`src/hw/rtl/weighted_line_fit_assert.svh`:
```
// Assertion macros shared by the weighted line fit RTL.
`ifndef WEIGHTED_LINE_FIT_ASSERT_SVH
`define WEIGHTED_LINE_FIT_ASSERT_SVH

`define WLF_ASSERT_ALWAYS(lbl, cond, msg) \
  lbl: assert property (@(posedge clk) disable iff (!rst_n) (cond)) else $error(msg);

`define WLF_ASSERT_IMPL(lbl, ante, cons, msg) \
  lbl: assert property (@(posedge clk) disable iff (!rst_n) (ante) |-> (cons)) else $error(msg);

`define WLF_ASSERT_NEXT(lbl, ante, cons, msg) \
  lbl: assert property (@(posedge clk) disable iff (!rst_n) (ante) |=> (cons)) else $error(msg);

`endif

```
`src/hw/rtl/wlf_pkg.sv`:
```
// Package with widths, codes and helper functions of the weighted line fit.
package wlf_pkg;

  localparam int MAX_POINTS_DEF = 16;
  localparam int COORD_W = 24;
  localparam int ERR_W = 16;
  localparam int CFG_W = 16;
  localparam int W_W = 40;
  localparam int ACC_W = 128;
  localparam int MUL_BW = 40;
  localparam int RES_W = 32;
  localparam int STAT_W = 2;
  localparam int DIV_CW = $clog2(ACC_W + 1);
  localparam int MUL_CW = $clog2(MUL_BW + 1);
  localparam int SLOPE_SHIFT = 20;

  localparam logic [0:0] CFG_ERROR_FLOOR = 1'b0;
  localparam logic [0:0] CFG_ERROR_SUBST = 1'b1;

  localparam logic [STAT_W-1:0] STAT_OK = 2'd0;
  localparam logic [STAT_W-1:0] STAT_DEGEN = 2'd1;
  localparam logic [STAT_W-1:0] STAT_OVFL = 2'd2;

  localparam logic [CFG_W-1:0] FLOOR_RST = 16'd1;
  localparam logic [CFG_W-1:0] SUBST_RST = 16'd10000;

  localparam logic [ACC_W-1:0] WNUM_ALIGNED = {{W_W{1'b1}}, {(ACC_W - W_W){1'b0}}};

  function automatic logic [RES_W-1:0] sat32(input logic [ACC_W-1:0] v);
    logic [ACC_W-RES_W:0] hi;
    hi = v[ACC_W-1:RES_W-1];
    if ((hi == '0) || (hi == '1)) begin
      return v[RES_W-1:0];
    end else if (v[ACC_W-1]) begin
      return {1'b1, {(RES_W - 1){1'b0}}};
    end else begin
      return {1'b0, {(RES_W - 1){1'b1}}};
    end
  endfunction

  function automatic logic [ACC_W-1:0] round_q(input logic [ACC_W-1:0] q,
                                               input logic [ACC_W-1:0] rem,
                                               input logic [ACC_W-1:0] den,
                                               input logic neg);
    logic [ACC_W-1:0] m;
    m = q + ACC_W'(({rem, 1'b0} >= {1'b0, den}) ? 1 : 0);
    return neg ? (~m + ACC_W'(1)) : m;
  endfunction

endpackage

```
`src/hw/rtl/wlf_divider.sv`:
```
// Bit-serial restoring divider, one quotient bit per cycle.
module wlf_divider (
  input  logic                        clk,
  input  logic                        rst_n,
  input  logic                        start,
  input  logic [wlf_pkg::ACC_W-1:0]   num,
  input  logic [wlf_pkg::ACC_W-1:0]   den,
  input  logic [wlf_pkg::DIV_CW-1:0]  steps,
  output logic                        done,
  output logic [wlf_pkg::ACC_W-1:0]   quo,
  output logic [wlf_pkg::ACC_W-1:0]   rem
);
  import wlf_pkg::*;

  logic              busy_r;
  logic              done_r;
  logic [DIV_CW-1:0] cnt_r;
  logic [ACC_W-1:0]  num_r;
  logic [ACC_W-1:0]  den_r;
  logic [ACC_W:0]    rem_r;
  logic [ACC_W-1:0]  quo_r;
  logic [ACC_W:0]    trial;
  logic              ge;

  assign trial = {rem_r[ACC_W-1:0], num_r[ACC_W-1]};
  assign ge = trial >= {1'b0, den_r};

  always_ff @(posedge clk) begin
    if (!rst_n) begin
      busy_r <= 1'b0;
      done_r <= 1'b0;
      cnt_r <= '0;
    end else begin
      done_r <= 1'b0;
      if (start) begin
        busy_r <= 1'b1;
        cnt_r <= steps;
      end else if (busy_r) begin
        cnt_r <= cnt_r - DIV_CW'(1);
        if (cnt_r == DIV_CW'(1)) begin
          busy_r <= 1'b0;
          done_r <= 1'b1;
        end
      end
    end
  end

  always_ff @(posedge clk) begin
    if (start) begin
      num_r <= num;
      den_r <= den;
      rem_r <= '0;
      quo_r <= '0;
    end else if (busy_r) begin
      rem_r <= ge ? (trial - {1'b0, den_r}) : trial;
      quo_r <= {quo_r[ACC_W-2:0], ge};
      num_r <= {num_r[ACC_W-2:0], 1'b0};
    end
  end

  assign done = done_r;
  assign quo = quo_r;
  assign rem = rem_r[ACC_W-1:0];

endmodule

```
`config.mk`:
```
export PLATFORM = sky130hd
export DESIGN_NAME = wlf_divider
export DESIGN_NICKNAME = d
export VERILOG_FILES = /design/src/hw/rtl/weighted_line_fit_assert.svh /design/src/hw/rtl/wlf_pkg.sv /design/src/hw/rtl/wlf_divider.sv
export SDC_FILE = /design/constraint.sdc
export NUM_CORES = 1
export LEC_CHECK = 0
export BUFFER_PORTS_ARGS = -buffer_cell sky130_fd_sc_hd__buf_2
export CAP_MARGIN = 30
export CELL_PAD_IN_SITES_DETAIL_PLACEMENT = 0
export CELL_PAD_IN_SITES_GLOBAL_PLACEMENT = 1
export CORE_ASPECT_RATIO = 0.75
export CORE_MARGIN = 3
export CORE_UTILIZATION = 40
export CTS_CLUSTER_SIZE = 12
export DETAILED_ROUTE_END_ITERATION = 6
export GPL_TIMING_DRIVEN = 0
export PLACE_DENSITY_LB_ADDON = 0.1
export SLEW_MARGIN = 20
export SYNTH_ARGS = -nofsm -noshare
export SYNTH_HDL_FRONTEND = slang
export SYNTH_SLANG_ARGS = --single-unit
```
`constraint.sdc`:
```
create_clock -name clk -period 10.2 [get_ports clk]
set_input_delay 0.51 -clock clk [delete_from_list [all_inputs] [get_ports clk]]
set_output_delay 0.51 -clock clk [all_outputs]
set_load 0.02 [all_outputs]
```
==> reports/metrics.csv <==
metric,value,unit
Die Wd,318,um
number of buffers and inverters on the critical path,1,
Max Cap Violations,0,
Crit path largest cell delay,0.61,ns
Peak Freq,212,MHz
Synth Flop Type,dfxtp_1,
FF/Latch Area,13000,sq um
leading area contributor after synthesis,edfxtp_1,
clock buffer depth,3,
fin crit period,4.72,ns
total routed wirelength,107000,um
hold_ws,0.0467,ns
slew at the pin closest to its max-slew limit,1.11,ns
clock slew seen by the registers of the worst setup and hold paths,0.06,ns
worst-skew pair later-pin latency,0.65,ns
# DRC,0,
Crit-path slowest cell,a21oi_1,
slew margin rel.,0.261,
Setup CP Type,flop to flop,
power per cell area,168,nW/um^2
Synth area leaders,"edfxtp_1 26%, dfxtp_1 18%, ha_1 5.6%, mux2_2 5.0%, nor2_1 4.9%",
Initial Util,0.405,
mapped cell area,29200,sq um
vias in the first global route,25700,
clock skew,0.0342,ns
routed len/inst,22.4,um
initial antenna violation count,22,
GP Congestion,0.953,
most frequent cell after synthesis,nor2_1,
final hold violation count,0,
post-synth top area share,0.263,
Pint,3.99,mW
Yosys warnings,0,
CTS buffer count,57,
status,finished clean,
total congestion overflow,0,
worst path cell trace,ha_1 > clkbuf_1 > a21o_1 > a31oi_1 > o21ai_0 > a21oi_1 > nand2_1 > a221o_1 > a21oi_1 > o21ai_0 > a311oi_1 > a41o_1 > a31oi_1,
Comb pwr share,0.245,
Syn Area/Cell,9.31,sq um
switching power,1.93,mW
final slew viol count,0,
global-route wire length before repair,159000,um
1st-iter DRT viols,2168,
clk sinks,522,
GRT Util Overall,0.270,
Startpoint Class,flop,
Via density,5.55,
Fillers,6946,
syn nets,3534,
number of distinct library cells after synthesis,86,
Fin Setup TNS,0,ns
clock share of power,0.340,
"Seq/Total Area, Yosys",0.446,
arrival time at the worst endpoint,5.16,ns
worst-path fanout max,7,
die area,76300,sq um
synthesized instance count,3136,
drt first pass iters,7,
via count,26400,
"Async S/R FF share, synth",0,
I/O Buffers,523,
fin crit share,0.462,
die height,240,um
share of cells above drive strength 1,0.218,
Setup Viol. Count Final,0,
Area Overhead vs Synth,20.8,%
number of I/O pins,524,
number of synthesized flops with an enable pin,256,
Pleak,14.9,nW
HP Class,primary input to flop,
top post-synthesis cells by count,"380 x nor2_1, 358 x nand2_1, 266 x dfxtp_1, 256 x edfxtp_1, 237 x a21oi_1",
largest net degree at the start of global routing,86,
Switching Share,0.326,
sequential share of power,0.414,
post_cts resized,0,
Worst VDD drop,132,uV
Core ar.,72000,sq um
"flops & latches, synth",522,
Setup crit end kind,flop,
"CP delay by family, top",compound AO/OA/AOI/OAI gates,
CTS root buf,clkbuf_16,
row count,85,
Multi-input gate area,14600,sq um
dpl hpwl,83600,um
Antenna Nets Post-Route,0,
fin nets,4154,
Max H-tree Level,2,
CTS tree,built,
Worst EP required,10.65,ns
unrepaired setup endpoints after global routing,no,
[area by class of cell]
| type | instances | area share |
|---|---|---|
| Buffer | 194 | 0.0244 |
| Clock inverter | 21 | 0.00653 |
| Sequential cell | 522 | 0.369 |
| Antenna cell | 5 | 0.000355 |
| Timing Repair Buffer | 561 | 0.0868 |
| Multi-Input combinational cell | 2240 | 0.415 |
| Inverter | 180 | 0.0193 |
| Tap cell | 957 | 0.0340 |
| Clock buffer | 82 | 0.0446 |
[final timing paths]
path,slack (ns),startpoint,cells after the start,endpoint
setup / recovery,5.48,rem_r[16],13,rem_r[124]
hold / removal,0.05,den[43],1,den_r[43]
setup reg to reg,5.48,rem_r[16],13,rem_r[124]
hold reg to reg,0.50,quo[127],2,quo[127]
[placed cells by master (no fill, tap or decap), types with 129 or more instances in the layout]
master    count
buf_2       563
edfxtp_1    256
a21oi_1     237
ha_1        130
mux2_2      129
inv_1       178
nand2_1     358
clkbuf_1    144
dfxtp_1     266
o21ai_0     130
nor2_1      380
mux2i_1     135
[what timing repair did]
item,CTS,global route
endpoints found under the hold margin,31,0
hold buffers,31,0
buffers inserted,0,0
[flip-flops by register name (all words and copies together), names as in the netlist]
name / flops
num_r: 128
den_r: 128
quo: 128
cnt_r: 8
rem_r: 128
done: 1
busy_r: 1
[power by group through the flow]
stage,Combinational (mW),Clock [mW],Sequential [mW]
after floorplan,0.891,0,2.52
after global placement,1.40,0,2.50
after detailed placement,1.41,0,2.50
after CTS,1.43,2.07,2.45
after global routing,1.58,2.16,2.47
final,1.45,2.02,2.45
[per-layer routing]
metal  up-vias  wire length, um  part of all wire  GRT usage
li1      12500                -                 -          -
met1     12800            49000              0.46      0.380
met2       935            46600              0.44      0.419
met3       165             8540             0.080     0.0631
met4        28             2420             0.023     0.0654
met5         -              163            0.0015          0
[through the flow]
step	power (mW)	setup slack [ns]	util	cells	cell area (sq um)
floorplan	3.41	6.20	-	3136	29200
global placement	3.90	2.39	0.458	4616	33000
detailed placement	3.91	5.64	0.460	4623	33100
CTS	5.96	5.59	0.490	4757	35300
global route	6.21	5.33	0.490	4761	35300
finish	5.92	5.48	0.490	4762	35300
[logic make-up after synthesis]
kind of cell               synth area share
AOI/OAI and AO/OA                     0.165
xor gates and xnor gates             0.0342
adders and majority gates            0.0564
buffers and inverters                0.0526
DFF                                   0.446
muxes                                0.0961
and+or+nand+nor                       0.149
Note: power is estimated with default switching activity, not from simulation.
