`src/hw/rtl/weighted_line_fit_assert.svh`:
```
// Assertion macros shared by the weighted line fit RTL.
`ifndef WEIGHTED_LINE_FIT_ASSERT_SVH
`define WEIGHTED_LINE_FIT_ASSERT_SVH

`define WLF_ASSERT_ALWAYS(lbl, cond, msg) \
  lbl: assert property (@(posedge clk) disable iff (!rst_n) (cond)) else $error(msg);

`define WLF_ASSERT_IMPL(lbl, ante, cons, msg) \
  lbl: assert property (@(posedge clk) disable iff (!rst_n) (ante) |-> (cons)) else $error(msg);

`define WLF_ASSERT_NEXT(lbl, ante, cons, msg) \
  lbl: assert property (@(posedge clk) disable iff (!rst_n) (ante) |=> (cons)) else $error(msg);

`endif

```
`src/hw/rtl/wlf_pkg.sv`:
```
// Package with widths, codes and helper functions of the weighted line fit.
package wlf_pkg;

  localparam int MAX_POINTS_DEF = 16;
  localparam int COORD_W = 24;
  localparam int ERR_W = 16;
  localparam int CFG_W = 16;
  localparam int W_W = 40;
  localparam int ACC_W = 128;
  localparam int MUL_BW = 40;
  localparam int RES_W = 32;
  localparam int STAT_W = 2;
  localparam int DIV_CW = $clog2(ACC_W + 1);
  localparam int MUL_CW = $clog2(MUL_BW + 1);
  localparam int SLOPE_SHIFT = 20;

  localparam logic [0:0] CFG_ERROR_FLOOR = 1'b0;
  localparam logic [0:0] CFG_ERROR_SUBST = 1'b1;

  localparam logic [STAT_W-1:0] STAT_OK = 2'd0;
  localparam logic [STAT_W-1:0] STAT_DEGEN = 2'd1;
  localparam logic [STAT_W-1:0] STAT_OVFL = 2'd2;

  localparam logic [CFG_W-1:0] FLOOR_RST = 16'd1;
  localparam logic [CFG_W-1:0] SUBST_RST = 16'd10000;

  localparam logic [ACC_W-1:0] WNUM_ALIGNED = {{W_W{1'b1}}, {(ACC_W - W_W){1'b0}}};

  function automatic logic [RES_W-1:0] sat32(input logic [ACC_W-1:0] v);
    logic [ACC_W-RES_W:0] hi;
    hi = v[ACC_W-1:RES_W-1];
    if ((hi == '0) || (hi == '1)) begin
      return v[RES_W-1:0];
    end else if (v[ACC_W-1]) begin
      return {1'b1, {(RES_W - 1){1'b0}}};
    end else begin
      return {1'b0, {(RES_W - 1){1'b1}}};
    end
  endfunction

  function automatic logic [ACC_W-1:0] round_q(input logic [ACC_W-1:0] q,
                                               input logic [ACC_W-1:0] rem,
                                               input logic [ACC_W-1:0] den,
                                               input logic neg);
    logic [ACC_W-1:0] m;
    m = q + ACC_W'(({rem, 1'b0} >= {1'b0, den}) ? 1 : 0);
    return neg ? (~m + ACC_W'(1)) : m;
  endfunction

endpackage

```
`src/hw/rtl/wlf_serial_mul.sv`:
```
// Bit-serial shift-and-add multiplier, one multiplier bit per cycle.
module wlf_serial_mul (
  input  logic                        clk,
  input  logic                        rst_n,
  input  logic                        start,
  input  logic [wlf_pkg::ACC_W-1:0]   a,
  input  logic [wlf_pkg::MUL_BW-1:0]  b,
  input  logic [wlf_pkg::MUL_CW-1:0]  steps,
  output logic                        done,
  output logic [wlf_pkg::ACC_W-1:0]   prod
);
  import wlf_pkg::*;

  logic              busy_r;
  logic              done_r;
  logic [MUL_CW-1:0] cnt_r;
  logic [ACC_W-1:0]  a_r;
  logic [MUL_BW-1:0] b_r;
  logic [ACC_W-1:0]  acc_r;

  always_ff @(posedge clk) begin
    if (!rst_n) begin
      busy_r <= 1'b0;
      done_r <= 1'b0;
      cnt_r <= '0;
    end else begin
      done_r <= 1'b0;
      if (start) begin
        busy_r <= 1'b1;
        cnt_r <= steps;
      end else if (busy_r) begin
        cnt_r <= cnt_r - MUL_CW'(1);
        if (cnt_r == MUL_CW'(1)) begin
          busy_r <= 1'b0;
          done_r <= 1'b1;
        end
      end
    end
  end

  always_ff @(posedge clk) begin
    if (start) begin
      a_r <= a;
      b_r <= b;
      acc_r <= '0;
    end else if (busy_r) begin
      if (b_r[0]) begin
        acc_r <= acc_r + a_r;
      end
      a_r <= {a_r[ACC_W-2:0], 1'b0};
      b_r <= {1'b0, b_r[MUL_BW-1:1]};
    end
  end

  assign done = done_r;
  assign prod = acc_r;

endmodule

```
`config.mk`:
```
export PLATFORM = sky130hd
export DESIGN_NAME = wlf_serial_mul
export DESIGN_NICKNAME = d
export VERILOG_FILES = /design/src/hw/rtl/weighted_line_fit_assert.svh /design/src/hw/rtl/wlf_pkg.sv /design/src/hw/rtl/wlf_serial_mul.sv
export SDC_FILE = /design/constraint.sdc
export NUM_CORES = 1
export LEC_CHECK = 0
export CAP_MARGIN = 25
export CORE_UTILIZATION = 40
export CTS_BUF_LIST = sky130_fd_sc_hd__clkbuf_8
export DETAILED_ROUTE_END_ITERATION = 10
export DONT_BUFFER_PORTS = 1
export PLACE_DENSITY = 0.61
export SLEW_MARGIN = 15
export SYNTH_ARGS = -nofsm -noshare
export SYNTH_HDL_FRONTEND = slang
export SYNTH_SLANG_ARGS = --single-unit
```
`constraint.sdc`:
```
create_clock -name clk -period 4.5 [get_ports clk]
set_clock_uncertainty 0.1 [all_clocks]
set_input_delay 0 -clock clk [delete_from_list [all_inputs] [get_ports clk]]
set_output_delay 0 -clock clk [all_outputs]
set_load 0.02 [all_outputs]
```
==> results.cfg, run 1 <==
[cells_and_area]
multi_input_comb_area_sq_um = 11600
nets = 2857
final_core_util = 0.529
layout.cells.non_filler = 3265
final.fill_count = 4482
sequential_cell_area_sq_um = 7770
share_of_layout_cells_above_drive_strength_1 = 0.123
post-route-cell-area_sq_um = 25900
synthToLayoutAreaGrowth_pct = 30.1

[worst_setup_path]
rr_worst_depth = 13
crit-reg2reg-launch = prod[6]
startpoint = prod[6]
arrival_ns = 4.69
critPathCaptureType = flip-flop
slowest_delay_ns = 0.60
reg2reg_slack_ns = 0.24
timing.critical_path.cells = ha_1, a211oi_1, o21bai_1, a221oi_1, a21oi_1, and3_1, or2_2, a21oi_2, o21ai_0, xor2_1, nand2_1, a21oi_1, dlygate4sd3_1
crit_fanout = 6
critical_path.most_common_cell = a21oi_1
slowest_stage = dlygate4sd3_1
worstPathRequired_ns = 4.92
timing.setup.critical_path_class = flip-flop to flip-flop
crit_path_start_kind = flip-flop
cp.buffers_inverters = 1
worst_path_dominant_cell_family = compound AO/OA/AOI/OAI gates
regToRegEndpoint = prod[69]

[logic_synthesis]
synth-edff-count = 168
synth_async_sr_flop_share = 0
seq_area_frac_synth = 0.390
synthCells = 2167
synth.ff_latch_count = 304
synth_fp_nets = 2474
synth_top_cells_by_count = nand2_1 (303), a21oi_1 (245), edfxtp_1 (168)
synth_top_area_cell = edfxtp_1
syn-cell-area_sq_um = 19900
yosys.cell_types.count = 81
yosysWarnings = 0
synthMostInstantiatedCell = nand2_1
avgSynthCellArea_sq_um = 9.20
synth-main-ff-cell = edfxtp_1
synth_top_cells_by_area = edfxtp_1 (25%), dfxtp_1 (14%), mux2_2 (9.4%)
synth_top_area_frac = 0.253

[pwr]
design_power_total_mw = 9.05
power_density_nw_per_um2 = 349
power.leakage_nw = 10.4
worst_ir_drop_vdd_mv = 0.283

[floorplanning]
placeable_core_area_sq_um = 49100
die_w_microns = 225
io_pins = 306
die_h_microns = 225
floorplan.initialDensity = 0.406
fp.dieArea_sq_um = 50700
placement_rows = 81

[timing]
worst_slew_pin_slew_ns = 1.10
min_period_over_period = 0.947
fmax_mhz = 235
finalHoldViolations = 0
timing.final.max_slew_violations = 0
whs_ns = 0.0287
timing.setup.tns_ns = 0
final-setup-viol-count = 0
slew-limit-headroom = 0.267
postLayoutSetupSlackWorst_ns = 0.238
finalWorstPathRequiredPeriod_ns = 4.26
grt_setup_unrepaired = no

[detailed_routing]
detail-route-antenna-nets = 0
wire_per_inst_microns = 20.5
drc_errors = 0
drt_first_iter_violations = 1084
detailroute.via_count = 18300
dr.pass1.iters = 5
detail_route.wirelength_microns = 67000
viasPerCell = 5.61

[global_route]
grt_start_max_net_pins = 186
first_global_vias = 18700
globalRouteTotalUtil = 0.259
globalRouteOverflowTotal = 0
antenna_violations_before_repair = 9
wire_length_of_the_first_global_routing_pass_microns = 103000

[placement]
post_dp_cell_area_sq_um = 20500
place.detailed.instances = 2737
hpwlAfterDp_microns = 45200
gp_routability_congestion = 0.900
io_buffers = 0
placement.setup.worst_slack_ns = 0.363

[clock_network]
tritoncts = done
clock_sink_count = 304
clock_tree.htree_level_count = 2
clk_latency_ns = 0.68
cts.path.max_buffers = 3
cts_root_buf = clkbuf_8
numCtsBuffers = 56
clk_pin_slew_ns = 0.06

[worst_hold_path]
worst_hold_path.num_cells = 2
min-delay-path-class = primary input to flip-flop
timing.hold.worst_endpoint = a_r[73]
min-delay-start = a[73]

[job]
max-cap-violations = 0

[run_status]
run_status = finished clean
[worst max path at each step]
stage,endpoint,slack [ns],depth (start not counted)
2_1_floorplan,prod[116],1.04,13
3_3_place_gp,prod[98],0.44,13
3_5_place_dp,prod[98],0.36,13
4_1_cts,prod[70],0.04,14
5_1_grt,prod[85],0.01,14
6_report,prod[69],0.24,13
[worst register-to-register path, stage by stage, from the launching register on]
cell and delay (ns):
dfxtp_1 0.48, ha_1 0.36, a211oi_1 0.29, o21bai_1 0.14, a221oi_1 0.36, a21oi_1 0.27
and3_1 0.31, or2_2 0.37, a21oi_2 0.26, o21ai_0 0.21, xor2_1 0.19, nand2_1 0.09
a21oi_1 0.07, dlygate4sd3_1 0.60
[registers in the layout, indices dropped and copies added (netlist names)]
register,cells
cnt_r,6
a_r,128
busy_r,1
b_r,40
prod,128
done,1
[where the power goes]
part / switching, mW / internal (mW)
logic: 1.40 / 1.18
clock network: 1.31 / 1.54
registers: 0.362 / 3.26
[cell usage in the layout (no fill, tap or decap), types with 54 or more instances in the layout]
cell,netlist,layout
o21ai_0,147,146
dlygate4sd3_1,0,417
nand2_1,303,302
xor2_1,54,54
a21o_1,60,60
dfxtp_1,136,136
edfxtp_1,168,168
inv_1,35,54
nor2_1,135,134
a21oi_1,245,242
clkbuf_8,0,68
ha_1,129,129
mux2_2,166,166
xnor2_1,57,57
[kinds of logic (layout without fill, tap and decap cells)]
group,after synthesis,in the layout,share of synthesized area
adders and majority gates,130,130,0.0820
other,0,3,0
DFF,304,304,0.390
and+or+nand+nor,642,642,0.146
buffers and inverters,148,579,0.0297
AOI/OAI and AO/OA,662,662,0.208
muxes,170,170,0.0958
xor gates and xnor gates,111,111,0.0488
[layout make-up]
class | count | share of cell area
well taps | 664 | 0.0320
inverters | 35 | 0.00506
diodes | 3 | 0.000289
clock inverters | 38 | 0.00969
multi-input cells | 1715 | 0.449
flip-flops and latches | 304 | 0.299
clock buffers | 68 | 0.0361
repair buffers | 438 | 0.169
[repair_timing]
item | in CTS | in global routing
endpoints found under the hold margin | 307 | 0
setup buffers | 0 | 0
hold buffers | 419 | 0
setup endpoints to repair | 0 | 13
gates resized for setup | 0 | 13
[layer usage]
| metal | global-route usage | wire length, microns | vias to the layer above |
|---|---|---|---|
| li1 | - | - | 8799 |
| met1 | 0.311 | 27600 | 8778 |
| met2 | 0.453 | 32600 | 601 |
| met3 | 0.0653 | 5030 | 115 |
| met4 | 0.0781 | 1710 | 12 |
| met5 | 0 | 66 | - |
Power figures use the tool's default switching activity.
==> inputs of run 2 (changes only) <==
- PLACE_DENSITY: 0.61 -> 0.63
- clock period: 4.5 -> 3.9 ns (I/O delays scaled with it)
==> results.cfg, run 2 (synthesis gave the netlist of run 1 again) <==
[clock_network]
numCtsBuffers = 56
clock_sink_count = 304
cts.path.max_buffers = 3
cts_root_buf = clkbuf_8
clk_latency_ns = 0.67
tritoncts = done
clock_tree.htree_level_count = 2
clk_pin_slew_ns = 0.06

[cells_and_area]
layout.cells.most_common_list = dlygate4sd3_1 (410), nand2_1 (302), a21oi_1 (241), edfxtp_1 (168), mux2_2 (166)
final.fill_count = 4310
post-route-cell-area_sq_um = 27000
mostFrequentLayoutCell = dlygate4sd3_1
nets = 2983
multi_input_comb_area_sq_um = 11800
share_of_layout_cells_above_drive_strength_1 = 0.170
sequential_cell_area_sq_um = 7770
layout.cells.non_filler = 3390
synthToLayoutAreaGrowth_pct = 35.5

[worst_setup_path]
timing.setup.critical_path_class = flip-flop to flip-flop
crit_fanout = 4
slowest_delay_ns = 0.58
critPathCaptureType = flip-flop
cp.buffers_inverters = 3
slowest_stage = dlygate4sd3_1
timing.critical_path.cells = ha_1, fa_2, a211oi_2, nor2_1, o31ai_4, a2111oi_2, nor3b_2, buf_4, o211ai_1, buf_4, xor2_1, nand2_1, a21oi_1, dlygate4sd3_1
critical_path.most_common_cell = buf_4
crit_path_start_kind = flip-flop
arrival_ns = 4.32
worstPathRequired_ns = 4.41
worst_path_dominant_cell_family = compound AO/OA/AOI/OAI gates

[floorplanning]
placement_rows = 81
io_pins = 306
die_h_microns = 225
fp.dieArea_sq_um = 50700
placeable_core_area_sq_um = 49100
floorplan.initialDensity = 0.406
die_w_microns = 225

[detailed_routing]
detail-route-antenna-nets = 0
wire_per_inst_microns = 20.5
drc_errors = 0
drt_first_iter_violations = 1157
dr.pass1.iters = 6
detail_route.wirelength_microns = 69500
viasPerCell = 5.61
detailroute.via_count = 19000

[timing]
min_period_over_period = 0.979
worst_slew_pin_slew_ns = 0.947
slew-limit-headroom = 0.367
finalHoldViolations = 0
timing.final.max_slew_violations = 0
finalWorstPathRequiredPeriod_ns = 3.82
fmax_mhz = 262
final-setup-viol-count = 0

[global_route]
grt_start_max_net_pins = 144
globalRouteOverflowTotal = 0
antenna_violations_before_repair = 5
first_global_vias = 19300
wire_length_of_the_first_global_routing_pass_microns = 107000
globalRouteTotalUtil = 0.268

[pwr]
design_power_total_mw = 10.5
power_density_nw_per_um2 = 389
power.leakage_nw = 11.0
worst_ir_drop_vdd_mv = 0.365

[placement]
hpwlAfterDp_microns = 46300
io_buffers = 0
gp_routability_congestion = 0.903
post_dp_cell_area_sq_um = 21500
place.detailed.instances = 2866

[job]
max-cap-violations = 0

[run_status]
run_status = finished clean

[worst_hold_path]
min-delay-path-class = primary input to flip-flop
## run 2: per-stage QoR
stage | hold WS, ns | TNS [ns] | setup WS, ns | util
after floorplan | 0.0138 | 0 | 0.444 | -
after global placement | 0.0159 | -0.951 | -0.274 | 0.437
after detailed placement | 0.0192 | -1.57 | -0.371 | 0.437
after CTS | 0.00462 | -0.114 | -0.0541 | 0.546
after global routing | 0.0566 | -0.0269 | -0.0107 | 0.550
final | 0.0887 | 0 | 0.0836 | 0.550
## run 2: power by group
group	total [mW]	internal [mW]	leakage [nW]	switching, mW
logic	3.36	1.53	7.52	1.83
clock network	3.09	1.59	0.667	1.50
registers	4.05	3.76	2.80	0.298
total	10.5	6.88	11.0	3.63
## run 2: worst paths after layout
path               to  slack [ns]  cells past startpoint    from
max          prod[48]        0.08                     14  a_r[0]
min          a_r[100]        0.09                      2   start
max reg2reg  prod[48]        0.08                     14  a_r[0]
min reg2reg      done        0.43                      1  busy_r
## run 2: area by class of cell
cell class / count / area share
antenna: 4 / 0.000371
clock buffer: 65 / 0.0331
clock inverter: 39 / 0.00783
inverter: 35 / 0.00487
multi-input combinational: 1715 / 0.437
sequential: 304 / 0.288
tap: 664 / 0.0308
timing repair buffer: 564 / 0.198
## run 2: routing by layer
| layer | share of wire | up-vias | wire, microns | GRT usage |
|---|---|---|---|---|
| met4 | 0.036 | 2 | 2520 | 0.102 |
| met1 | 0.40 | 9070 | 27700 | 0.316 |
| met5 | 0.00014 | - | 10 | 0 |
| li1 | - | 9052 | - | - |
| met2 | 0.49 | 735 | 33800 | 0.468 |
| met3 | 0.079 | 164 | 5500 | 0.0639 |
## run 2: timing repair
item                                    CTS  global route
pin swaps                                 0             7
hold buffers                            413             0
endpoints found under the setup margin   15            47
hold endpoints to repair                304             0
gates cloned                              0             0
buffers inserted                          0             2
resized for setup                         7            36
## run 2: worst register-to-register path, stage by stage (launching register included)
cell and delay, ns:
edfxtp_1 0.42, ha_1 0.24, fa_2 0.40, a211oi_2 0.23
nor2_1 0.11, o31ai_4 0.42, a2111oi_2 0.14, nor3b_2 0.20
buf_4 0.16, o211ai_1 0.10, buf_4 0.18, xor2_1 0.19
nand2_1 0.09, a21oi_1 0.19, dlygate4sd3_1 0.58
